===== src/design/fcrc_pkg.sv =====
// Shared types, constants and CRC helper for the frame CRC-16 appender.
package fcrc_pkg;

	localparam logic [15:0] CRC_INIT = 16'hFFFF;
	localparam logic [15:0] CRC_POLY = 16'hA001;
	localparam logic [7:0]  MARK_DROP = 8'h00;
	localparam logic [7:0]  MARK_CRC = 8'h01;

	localparam logic [2:0]  IDLE_LIMIT_RST = 3'd3;

	localparam int CMD_DEPTH_DEF = 4;
	localparam int OUT_DEPTH_DEF = 4;

	localparam int ADDR_W = 3;
	localparam logic REG_IDLE_LIMIT = 1'b0;

	localparam logic OP_BYTE = 1'b0;
	localparam logic OP_TICK = 1'b1;

	typedef enum logic [1:0] {
		TAIL_NONE,
		TAIL_MARK,
		TAIL_CRC
	} tail_kind_t;

	typedef struct packed {
		logic       has_data;
		logic [7:0] data;
		logic       data_last;
		logic       frame_end;
		tail_kind_t tail;
		logic [7:0] marker;
	} cmd_t;

	typedef struct packed {
		logic [7:0] out_byte;
		logic       last;
	} result_t;

	localparam int CMD_W = $bits(cmd_t);
	localparam int RES_W = $bits(result_t);

	function automatic logic [15:0] crc_fold(input logic [15:0] crc, input logic [7:0] b);
		logic [15:0] c;
		c = crc ^ {8'h00, b};
		for (int k = 0; k < 8; k++) begin
			c = c[0] ? ((c >> 1) ^ CRC_POLY) : (c >> 1);
		end
		return c;
	endfunction

endpackage


===== src/design/fcrc_fifo.sv =====
// Small register FIFO used for the command queue and the result queue.
module fcrc_fifo #(
	parameter int WIDTH = 8,
	parameter int DEPTH = 4
) (
	input  logic             clk,
	input  logic             arst_n,
	input  logic             wr_en,
	input  logic [WIDTH-1:0] wr_data,
	output logic             full,
	input  logic             rd_en,
	output logic [WIDTH-1:0] rd_data,
	output logic             empty
);

	localparam int PTR_W = (DEPTH > 1) ? $clog2(DEPTH) : 1;
	localparam int CNT_W = $clog2(DEPTH + 1);

	logic [WIDTH-1:0] mem_q [DEPTH];
	logic [PTR_W-1:0] wr_ptr_q;
	logic [PTR_W-1:0] rd_ptr_q;
	logic [CNT_W-1:0] count_q;
	logic             do_wr;
	logic             do_rd;

	assign full = (count_q == CNT_W'(DEPTH));
	assign empty = (count_q == '0);
	assign do_wr = wr_en && !full;
	assign do_rd = rd_en && !empty;
	assign rd_data = mem_q[rd_ptr_q];

	always_ff @(posedge clk) begin
		if (do_wr) begin
			mem_q[wr_ptr_q] <= wr_data;
		end
	end

	always_ff @(posedge clk or negedge arst_n) begin
		if (!arst_n) begin
			wr_ptr_q <= '0;
			rd_ptr_q <= '0;
			count_q <= '0;
		end else begin
			if (do_wr) begin
				wr_ptr_q <= (wr_ptr_q == PTR_W'(DEPTH - 1)) ? '0 : wr_ptr_q + 1'b1;
			end
			if (do_rd) begin
				rd_ptr_q <= (rd_ptr_q == PTR_W'(DEPTH - 1)) ? '0 : rd_ptr_q + 1'b1;
			end
			if (do_wr && !do_rd) begin
				count_q <= count_q + 1'b1;
			end else if (do_rd && !do_wr) begin
				count_q <= count_q - 1'b1;
			end
		end
	end

endmodule


===== src/design/fcrc_front.sv =====
// Front end: holds the two newest bytes, times idle gaps and issues commands.
module fcrc_front (
	input  logic               clk,
	input  logic               arst_n,
	input  logic               accept,
	input  logic               op,
	input  logic [7:0]         data_byte,
	input  logic [2:0]         idle_limit,
	output logic               cmd_push,
	output fcrc_pkg::cmd_t     cmd
);

	logic [7:0] older_q;
	logic [7:0] newest_q;
	logic [1:0] held_q;
	logic [2:0] idle_q;
	logic       active_q;

	logic held2;
	logic end_hit;
	logic is_byte;

	assign held2 = held_q[1];
	assign is_byte = (op == fcrc_pkg::OP_BYTE);
	assign end_hit = !is_byte && active_q && (idle_q >= idle_limit);

	always_comb begin
		cmd = '0;
		cmd.data = older_q;
		cmd.marker = newest_q;
		cmd.has_data = held2;
		cmd.tail = fcrc_pkg::TAIL_NONE;
		if (is_byte) begin
			cmd.data_last = 1'b0;
			cmd.frame_end = 1'b0;
		end else begin
			cmd.data_last = (newest_q == fcrc_pkg::MARK_DROP);
			cmd.frame_end = 1'b1;
			if (newest_q == fcrc_pkg::MARK_CRC) begin
				cmd.tail = fcrc_pkg::TAIL_CRC;
			end else if (newest_q != fcrc_pkg::MARK_DROP) begin
				cmd.tail = fcrc_pkg::TAIL_MARK;
			end
		end
	end

	// A frame end only issues a command when it produces at least one byte.
	assign cmd_push = accept && ((is_byte && held2) ||
		(end_hit && (held2 || (held_q != 2'd0 && newest_q != fcrc_pkg::MARK_DROP))));

	always_ff @(posedge clk or negedge arst_n) begin
		if (!arst_n) begin
			older_q <= '0;
			newest_q <= '0;
			held_q <= '0;
			idle_q <= '0;
			active_q <= 1'b0;
		end else if (accept) begin
			if (is_byte) begin
				active_q <= 1'b1;
				idle_q <= '0;
				older_q <= newest_q;
				newest_q <= data_byte;
				held_q <= held2 ? 2'd2 : held_q + 1'b1;
			end else if (end_hit) begin
				older_q <= '0;
				newest_q <= '0;
				held_q <= '0;
				idle_q <= '0;
				active_q <= 1'b0;
			end else if (active_q) begin
				idle_q <= idle_q + 1'b1;
			end
		end
	end

endmodule


===== src/design/fcrc_back.sv =====
// Back end: runs commands, folds data bytes into the CRC and emits result bytes.
module fcrc_back (
	input  logic                  clk,
	input  logic                  arst_n,
	input  logic                  cmd_valid,
	input  fcrc_pkg::cmd_t        cmd,
	output logic                  cmd_pop,
	input  logic                  res_full,
	output logic                  res_push,
	output fcrc_pkg::result_t     res
);

	typedef enum logic [1:0] {
		PH_DATA,
		PH_TAIL1,
		PH_TAIL2
	} phase_t;

	phase_t      phase_q;
	phase_t      cur;
	logic [15:0] crc_q;
	logic        done;
	logic        step;

	always_comb begin
		cur = phase_q;
		if (phase_q == PH_DATA && !cmd.has_data) begin
			cur = PH_TAIL1;
		end
	end

	always_comb begin
		res = '0;
		done = 1'b1;
		unique case (cur)
			PH_DATA: begin
				res.out_byte = cmd.data;
				res.last = cmd.data_last;
				done = (cmd.tail == fcrc_pkg::TAIL_NONE);
			end
			PH_TAIL1: begin
				if (cmd.tail == fcrc_pkg::TAIL_CRC) begin
					res.out_byte = crc_q[7:0];
					res.last = 1'b0;
					done = 1'b0;
				end else begin
					res.out_byte = cmd.marker;
					res.last = 1'b1;
				end
			end
			PH_TAIL2: begin
				res.out_byte = crc_q[15:8];
				res.last = 1'b1;
			end
			default: begin
				res = '0;
			end
		endcase
	end

	assign step = cmd_valid && !res_full;
	assign res_push = step;
	assign cmd_pop = step && done;

	always_ff @(posedge clk or negedge arst_n) begin
		if (!arst_n) begin
			phase_q <= PH_DATA;
			crc_q <= fcrc_pkg::CRC_INIT;
		end else if (step) begin
			if (done && cmd.frame_end) begin
				crc_q <= fcrc_pkg::CRC_INIT;
			end else if (cur == PH_DATA) begin
				crc_q <= fcrc_pkg::crc_fold(crc_q, cmd.data);
			end
			if (done) begin
				phase_q <= PH_DATA;
			end else if (cur == PH_DATA) begin
				phase_q <= PH_TAIL1;
			end else begin
				phase_q <= PH_TAIL2;
			end
		end
	end

endmodule


===== src/design/frame_crc16_appender.sv =====
// A byte pushed out of the two-byte hold passes through the command queue, then the result queue.
// Throughput: one input item per cycle while full is low; one result per back-end cycle while res_full is low.
// A frame end with a CRC marker yields up to 3 output bytes (one per cycle while res_full is low);
// the command queue absorbs this while input keeps flowing.
// Reset: asynchronous, clears frame state, queues and CRC; idle_limit returns to 3.
module frame_crc16_appender #(
	parameter int CMD_DEPTH = fcrc_pkg::CMD_DEPTH_DEF,
	parameter int OUT_DEPTH = fcrc_pkg::OUT_DEPTH_DEF
) (
	input  logic                        clk,
	input  logic                        arst_n,
	input  logic                        push,
	output logic                        full,
	input  logic                        op,
	input  logic [7:0]                  data_byte,
	output logic                        empty,
	input  logic                        pop,
	output logic [7:0]                  out_byte,
	output logic                        last,
	input  logic                        psel,
	input  logic                        penable,
	input  logic                        pwrite,
	input  logic [fcrc_pkg::ADDR_W-1:0] paddr,
	input  logic [31:0]                 pwdata,
	output logic [31:0]                 prdata,
	output logic                        pready
);

	logic [2:0] idle_limit_q;
	logic       cfg_wr;
	logic       accept;

	logic                       cmd_push;
	fcrc_pkg::cmd_t             cmd_in;
	logic [fcrc_pkg::CMD_W-1:0] cmd_rd;
	fcrc_pkg::cmd_t             cmd_out;
	logic                       cmd_empty;
	logic                       cmd_pop;

	logic                       res_full;
	logic                       res_push;
	fcrc_pkg::result_t          res_in;
	logic [fcrc_pkg::RES_W-1:0] res_rd;
	fcrc_pkg::result_t          res_out;

	assign pready = 1'b1;
	assign cfg_wr = psel && penable && pwrite && pready;
	assign prdata = (paddr[fcrc_pkg::ADDR_W-1:2] == fcrc_pkg::REG_IDLE_LIMIT) ?
		{29'd0, idle_limit_q} : 32'd0;

	always_ff @(posedge clk or negedge arst_n) begin
		if (!arst_n) begin
			idle_limit_q <= fcrc_pkg::IDLE_LIMIT_RST;
		end else if (cfg_wr && paddr[fcrc_pkg::ADDR_W-1:2] == fcrc_pkg::REG_IDLE_LIMIT) begin
			idle_limit_q <= pwdata[2:0];
		end
	end

	assign accept = push && !full;

	fcrc_front u_front (
		.clk        (clk),
		.arst_n     (arst_n),
		.accept     (accept),
		.op         (op),
		.data_byte  (data_byte),
		.idle_limit (idle_limit_q),
		.cmd_push   (cmd_push),
		.cmd        (cmd_in)
	);

	fcrc_fifo #(
		.WIDTH (fcrc_pkg::CMD_W),
		.DEPTH (CMD_DEPTH)
	) u_cmd_q (
		.clk     (clk),
		.arst_n  (arst_n),
		.wr_en   (cmd_push),
		.wr_data (cmd_in),
		.full    (full),
		.rd_en   (cmd_pop),
		.rd_data (cmd_rd),
		.empty   (cmd_empty)
	);

	assign cmd_out = cmd_rd;

	fcrc_back u_back (
		.clk       (clk),
		.arst_n    (arst_n),
		.cmd_valid (!cmd_empty),
		.cmd       (cmd_out),
		.cmd_pop   (cmd_pop),
		.res_full  (res_full),
		.res_push  (res_push),
		.res       (res_in)
	);

	fcrc_fifo #(
		.WIDTH (fcrc_pkg::RES_W),
		.DEPTH (OUT_DEPTH)
	) u_res_q (
		.clk     (clk),
		.arst_n  (arst_n),
		.wr_en   (res_push),
		.wr_data (res_in),
		.full    (res_full),
		.rd_en   (pop),
		.rd_data (res_rd),
		.empty   (empty)
	);

	assign res_out = res_rd;
	assign out_byte = res_out.out_byte;
	assign last = res_out.last;

endmodule


===== config.mk =====
export PLATFORM = sky130hd
export DESIGN_NAME = frame_crc16_appender
export DESIGN_NICKNAME = d
export VERILOG_FILES = /design/src/design/fcrc_pkg.sv /design/src/design/fcrc_fifo.sv /design/src/design/fcrc_front.sv /design/src/design/fcrc_back.sv /design/src/design/frame_crc16_appender.sv
export SDC_FILE = /design/constraint.sdc
export NUM_CORES = 1
export LEC_CHECK = 0
export BUFFER_PORTS_ARGS = -buffer_cell sky130_fd_sc_hd__buf_2
export CAP_MARGIN = 10
export CORE_UTILIZATION = 30
export DETAILED_ROUTE_END_ITERATION = 10
export PLACE_DENSITY_LB_ADDON = 0.3
export SETUP_SLACK_MARGIN = 0.02
export SYNTH_ARGS = -nofsm -noshare
export SYNTH_HDL_FRONTEND = slang
export SYNTH_HIERARCHICAL = 1
export SYNTH_SLANG_ARGS = --single-unit

===== constraint.sdc =====
create_clock -name clk -period 4.2 [get_ports clk]
set_input_delay 0.84 -clock clk [delete_from_list [all_inputs] [get_ports clk]]
set_output_delay 0.84 -clock clk [all_outputs]
set_load 0.01 [all_outputs]

==> metrics, run 1 <==
status=finished with violations; failing checks=design-rule violations; first-pass GRT wire length=23610 µm; Max rail drop VDD=approximately 0.35 mV; CTS Sinks=about 180; minimum clock period=approximately 3.2 ns; synthesized area=~8000 µm²; final-report hold violation count=0; nature of the critical path endpoint=register; CP startpoint=u_cmd_q/rd_ptr_q[0]; num rows=slightly below 60; Leakage=0.003388 µW; CTS tree=done; P&R area growth vs syn=12.69%; CTS-repair resized insts=0; share of the synthesized area in the top cell type=44.91%; layout cells sized above 1=26.83%; post-synthesis cell count=520; Final setup violation count=0; drt pass-1 iters=8; vias in the first global route=around 4.4k; Die Ht=around 170 µm; largest net degree at the start of global routing=34; Synth cell types=56; post-route worst setup slack=between 1 and 1.5 ns; Slew Limit Headroom=roughly 38%; FF+latch count, synth=around 180; worst endpoint data arrival time=about 3.5 ns; hold buffer count at CTS=0; EDFF count, synth=120; Critical Path End=u_cmd_q/count_q[1]; placed insts=876; Layout Nets=630; setup TNS=0 ns; Main synth FF type=edfxtp_1; Core Footprint=around 26000 µm²; Hold Path Class=input pin to asynchronous set/reset pin; routed wire length=between 10000 and 15000 µm; Mean Syn Cell Area=15.43 µm²; Total GRT Usage=a little under an eighth; Finished Layout Cells=about 910; asr flop ratio synth=about a third; Max Cap Viol=0; data required time of the worst path=4.50 ns; die width=between 150 and 200 µm; dpl ws=just over 0.7 ns; Worst Setup Start Kind=register; Filler cells=between 2k and 3k; via count=about 4.3k; CTS max path bufs=2; f_max=313.5 MHz; number of remaining DRC errors=9; Initial Utilization=30.70%; Pins Over Slew Limit=0; Seq/Total Area, Yosys=a little over three fifths; synth cell count leaders=edfxtp_1, dfrtp_1, buf_4, mux4_2, nand2_1; routability cong.=about 0.74; Synth Warn #=6; Worst R2R Setup Slack=1.01 ns; WHS=0.4995 ns; Crit Reg-Reg Endpoint=u_cmd_q/count_q[1]; IO Port Bufs=33; CP max FO=10; Antenna Nets Post-Route=0; critical path class=register to register; Antenna Cells=0; Worst Reg-to-Reg Cells=10; top cells by area, synth=edfxtp_1, dfrtp_1, mux4_2, dfstp_2, buf_4; Worst-Margin Slew=~0.93 ns; Power Density=approximately 880 nW/µm²; WL/cell=~16 µm; initial antenna violation count=0; die area=27410 µm²; worst r2r src=u_cmd_q/rd_ptr_q[0]; grt total ovfl=0; area leader, netlist=edfxtp_1; unrepaired setup endpoints after global routing=no; detailed placer's ending HPWL=9927 µm; postcts setup bufs=0; Final Skew=0.01062 ns; Root Driver=clkbuf_16; count leader, synth=edfxtp_1; Skew-Pair Late Insertion Delay=0.42 ns; Clock transition at path regs=about 0.070 ns; Ports=between 90 and 100; Initial DRC Count=215; final worst path period share=about three quarters; via/cell ratio=4.688; CTS Buf Count=17; H-tree Lvls=4
[cells by family after synthesis]
group                    after synthesis  synth area share, %
AO/OA/AOI/OAI                         94                7.579
multiplexers                          50                11.52
buffers and inverters                 69                5.161
AND/OR/NAND/NOR                       83                6.019
flip-flops                           177                62.97
other                                  2              0.09359
adder cells (fa/ha/maj)               18                2.994
XOR/XNOR                              27                3.664
[sequential cells by signal (all words and copies together) (netlist names)]
register and count:
u_res_q/wr_ptr_q 2, u_res_q/mem_q 36, u_cmd_q/mem_q 84, u_res_q/rd_ptr_q 2, u_cmd_q/count_q 3, u_back/crc_q 16
u_front/newest_q 8, u_cmd_q/wr_ptr_q 2, u_res_q/count_q 3, u_front/held_q 2, u_front/idle_q 3, u_cmd_q/rd_ptr_q 2
u_front/active_q 1, idle_limit_q 3, u_back/phase_q 2, u_front/older_q 8
[worst max-delay path: stages (launching register included)]
cell	delay, ns
dfrtp_1	0.58
buf_4	0.30
mux4_2	0.62
nand3_1	0.11
a21oi_1	0.06
nor2_1	0.24
o31ai_2	0.16
ha_1	0.23
inv_1	0.07
fa_1	0.40
mux2_1	0.29
[final cells by class]
type | instances | area, µm² | share of cell area [%]
clock buffers | 19 | 442.9 | 4.898
clock inverters | 13 | 135.1 | 1.494
inverters | 16 | 60.06 | 0.6642
multi-input cells | 302 | 2663 | 29.45
flip-flops and latches | 177 | 5052 | 55.87
well taps | 335 | 419.2 | 4.635
repair buffers | 47 | 270.3 | 2.989
[metrics by stage]
step	instance area, µm²	total power (µW)	util [%]
floorplan	8129	5599	-
global placement	8457	6283	32.36
detailed placement	8457	6437	32.36
CTS	9035	8003	34.57
global route	9042	8429	34.60
finish	9042	7931	34.60
[routing by layer]
metal	global-route usage (%)	routed length (µm)	vias up
li1	-	-	1974
met3	2.897	524	14
met5	0	0	-
met1	15.15	7008	2180
met2	18.81	7193	93
met4	2.769	113	0
[power breakdown]
group,leakage (µW),internal (µW),switching [µW]
combinational,0.00135,1500,1630
clock,0.000273,891,656
sequential,0.00176,2760,493
total,0.00339,5150,2780
[layout by cell type (no fill, tap or decap), types with 10 or more instances in the layout]
master,n
edfxtp_1,120
dfrtp_1,39
buf_2,33
conb_1,30
mux4_2,30
nand2_1,26
nor2_1,24
o21ai_0,24
a22oi_1,23
a21oi_1,19
dfstp_2,18
clkbuf_16,17
inv_1,16
xnor2_1,16
ha_1,16
buf_4,14
o22ai_1,10
[worst min path at each step]
stage | slack [ns] | to | start
after global routing | 0.53 | u_res_q/count_q[2] | u_res_q/count_q[2]
after CTS | 0.50 | u_res_q/count_q[2] | u_res_q/count_q[2]
after floorplan | 0.46 | u_res_q/count_q[2] | u_res_q/count_q[2]
after global placement | 0.48 | u_res_q/count_q[2] | u_res_q/count_q[2]
after detailed placement | 0.49 | u_res_q/count_q[2] | u_res_q/count_q[2]
final | 0.50 | u_front/idle_q[0] | arst_n
No activity file was read; power rests on OpenSTA's default activity.
==> run 2, diff against run 1 <==
==> constraint.sdc (replaced) <==
create_clock -name clk -period 3.35 [get_ports clk]
set_input_delay 0.67 -clock clk [delete_from_list [all_inputs] [get_ports clk]]
set_output_delay 0.67 -clock clk [all_outputs]
set_load 0.01 [all_outputs]
==> run 2 against run 1 <==
  * First-iteration DRC count rose by 9.8%
  * The flow still finishes with violations (design-rule violations)
  * Worst hold slack got worse by 0.072 ns
  * Combinational power increased by 28%
  * Largest power group unchanged
==> metrics, run 2 (synthesis results as in run 1) <==
status=finished with violations; failing checks=design-rule violations; grt total ovfl=0 (unchanged); layout cells sized above 1=26.52% (-0.31 points); Total GRT Usage=11.68% (+0.20 points); final-report hold violation count=0 (unchanged); worst endpoint data arrival time=3.40 ns (-0.09 ns); Leakage=0.003431 µW (+1.3%); nature of the critical path endpoint=register; max reg flops=84 (unchanged); Clock transition at path regs=0.06 ns (about the same); detailed placer's ending HPWL=10180 µm (+2.6%); drt pass-1 iters=8 (unchanged); number of remaining DRC errors=9 (unchanged); CP max FO=5 (-5); minimum clock period=3.055 ns (-0.1347 ns); Max Cap Viol=0 (unchanged); Layout Nets=633 (+0.48%); Worst Setup Start Kind=register; most common cell after layout, fill and taps aside=edfxtp_1; Hold Path Class=input pin to asynchronous set/reset pin; Antenna Cells=0 (unchanged); Root Driver=clkbuf_16; CTS Sinks=177 (unchanged); Die Ht=165.5 µm (unchanged); most frequent cells in the layout=edfxtp_1, dfrtp_1, buf_2; Max rail drop VDD=0.3899 mV (+11%); CTS max path bufs=2 (unchanged); num rows=59 (unchanged); via count=4252 (-0.21%); Core Footprint=26130 µm² (unchanged); data required time of the worst path=3.69 ns (-0.81 ns); via/cell ratio=4.662 (-0.54%); Antenna Nets Post-Route=0 (unchanged); WL/cell=16.62 µm (+1.8%); Finished Layout Cells=912 (+0.33%); CTS tree=done; Largest regs=u_cmd_q/mem_q: 84 flops, u_res_q/mem_q: 36 flops, u_back/crc_q: 16 flops; setup TNS=0 ns (unchanged); highest metal used=met4; routed wire length=15150 µm (+2.1%); final worst path period share=91.21% (+15 points); first-pass GRT wire length=23940 µm (+1.4%); Slew Limit Headroom=31.79% (-5.8 points); vias in the first global route=4403 (+0.96%); largest net degree at the start of global routing=43 (+26%); placed insts=877 (+0.11%); Final Skew=0.009822 ns (-0.0008006 ns); die area=27410 µm² (unchanged); Initial Utilization=30.70% (unchanged); met3 wire len=394 µm (-25%); unrepaired setup endpoints after global routing=no; Skew-Pair Late Insertion Delay=0.42 ns (about the same); H-tree Lvls=4 (unchanged); critical path class=register to register; die width=165.5 µm (unchanged); Initial DRC Count=236 (+9.8%); Top reg by flops=u_cmd_q/mem_q; routed length on met1=7243 µm (+3.4%); initial antenna violation count=0 (unchanged); Worst-Margin Slew=1.023 ns (+0.08999 ns); Ports=95 (unchanged); f_max=327.3 MHz (+4.4%); Pins Over Slew Limit=0 (unchanged); Power Density=1118 nW/µm² (+27%); P&R area growth vs syn=13.61%; routability cong.=0.7871 (+6.5%); IO Port Bufs=33 (unchanged); routed length on met2=7434 µm (+3.4%); Final setup violation count=0 (unchanged); CTS Buf Count=17 (unchanged)
-- run 2: cell types whose count changed in the layout (fill, tap and decap cells not counted), moves of 3 or more --
cell        delta
buf_4          +3
bufinv_16      +3
clkbuf_1       +4
clkinv_2       -3
clkinvlp_4     -4
-- run 2: what timing repair did --
action	4_1_cts	5_1_grt
resized for setup	0	1
setup buffers	0	2
hold buffers	0	0
setup endpoints to repair	0	1
-- run 2: power breakdown --
part | switching [µW] | internal [µW]
logic | 2100 | 1900
registers | 616 | 3460
clock network | 792 | 1320
total | 3500 | 6680
-- run 2: path summary, 6_finish.rpt --
kind | start | to | slack (ns) | cells past startpoint
worst max-delay path | idle_limit_q[1] | u_cmd_q/count_q[2] | 0.29 | 13
worst min-delay path | arst_n | u_front/idle_q[2] | 0.43 | 1
worst max register to register | idle_limit_q[1] | u_cmd_q/count_q[2] | 0.29 | 13
worst min register to register | u_res_q/count_q[2] | u_res_q/count_q[2] | 0.50 | 1
max in group asynchronous | arst_n | u_back/crc_q[5] | 2.03 | 2
min in group clk | data_byte[3] | u_front/newest_q[3] | 0.47 | 3
-- run 2: final cells by class --
type / count / area [µm²]
Sequential cell: 177 / 5054
Tap cell: 335 / 419.2
Clock buffer: 22 / 444.2
Fill cell: 2511 / 17020
Clock inverter: 10 / 183.9
Inverter: 16 / 60.06
Timing Repair Buffer: 50 / 292.8
Multi-Input combinational cell: 302 / 2663
-- run 2: through the flow --
step,total power (µW),area [µm²],hold WS [ns],setup slack [ns],utilization [%]
floorplan,7019,8129,0.3744,0.2827,-
global placement,7880,8464,0.4810,0.3144,32.39
detailed placement,8120,8464,0.4933,0.2664,32.39
CTS,10280,9092,0.4562,0.2434,34.79
global route,10830,9116,0.4680,0.04551,34.88
finish,10190,9116,0.4277,0.2946,34.88
-- run 2: layer usage --
| layer | global-route usage [%] | vias to the layer above |
|---|---|---|
| met1 | 15.35 | 2193 |
| met4 | 4.132 | 0 |
| met2 | 19.15 | 68 |
| met3 | 2.248 | 6 |
| met5 | 0 | - |
| li1 | - | 1985 |
-- run 2: worst max-delay path, stage by stage, from the launching register on --
cell and delay [ns]:
dfstp_2 0.54, inv_1 0.04, ha_1 0.27, nand2_1 0.06, o21a_1 0.23, a2111oi_1 0.38
a31o_1 0.18, nor2b_4 0.19, ha_1 0.20, inv_1 0.06, fa_1 0.38, xor2_1 0.15
nor2_1 0.12, xor2_1 0.17
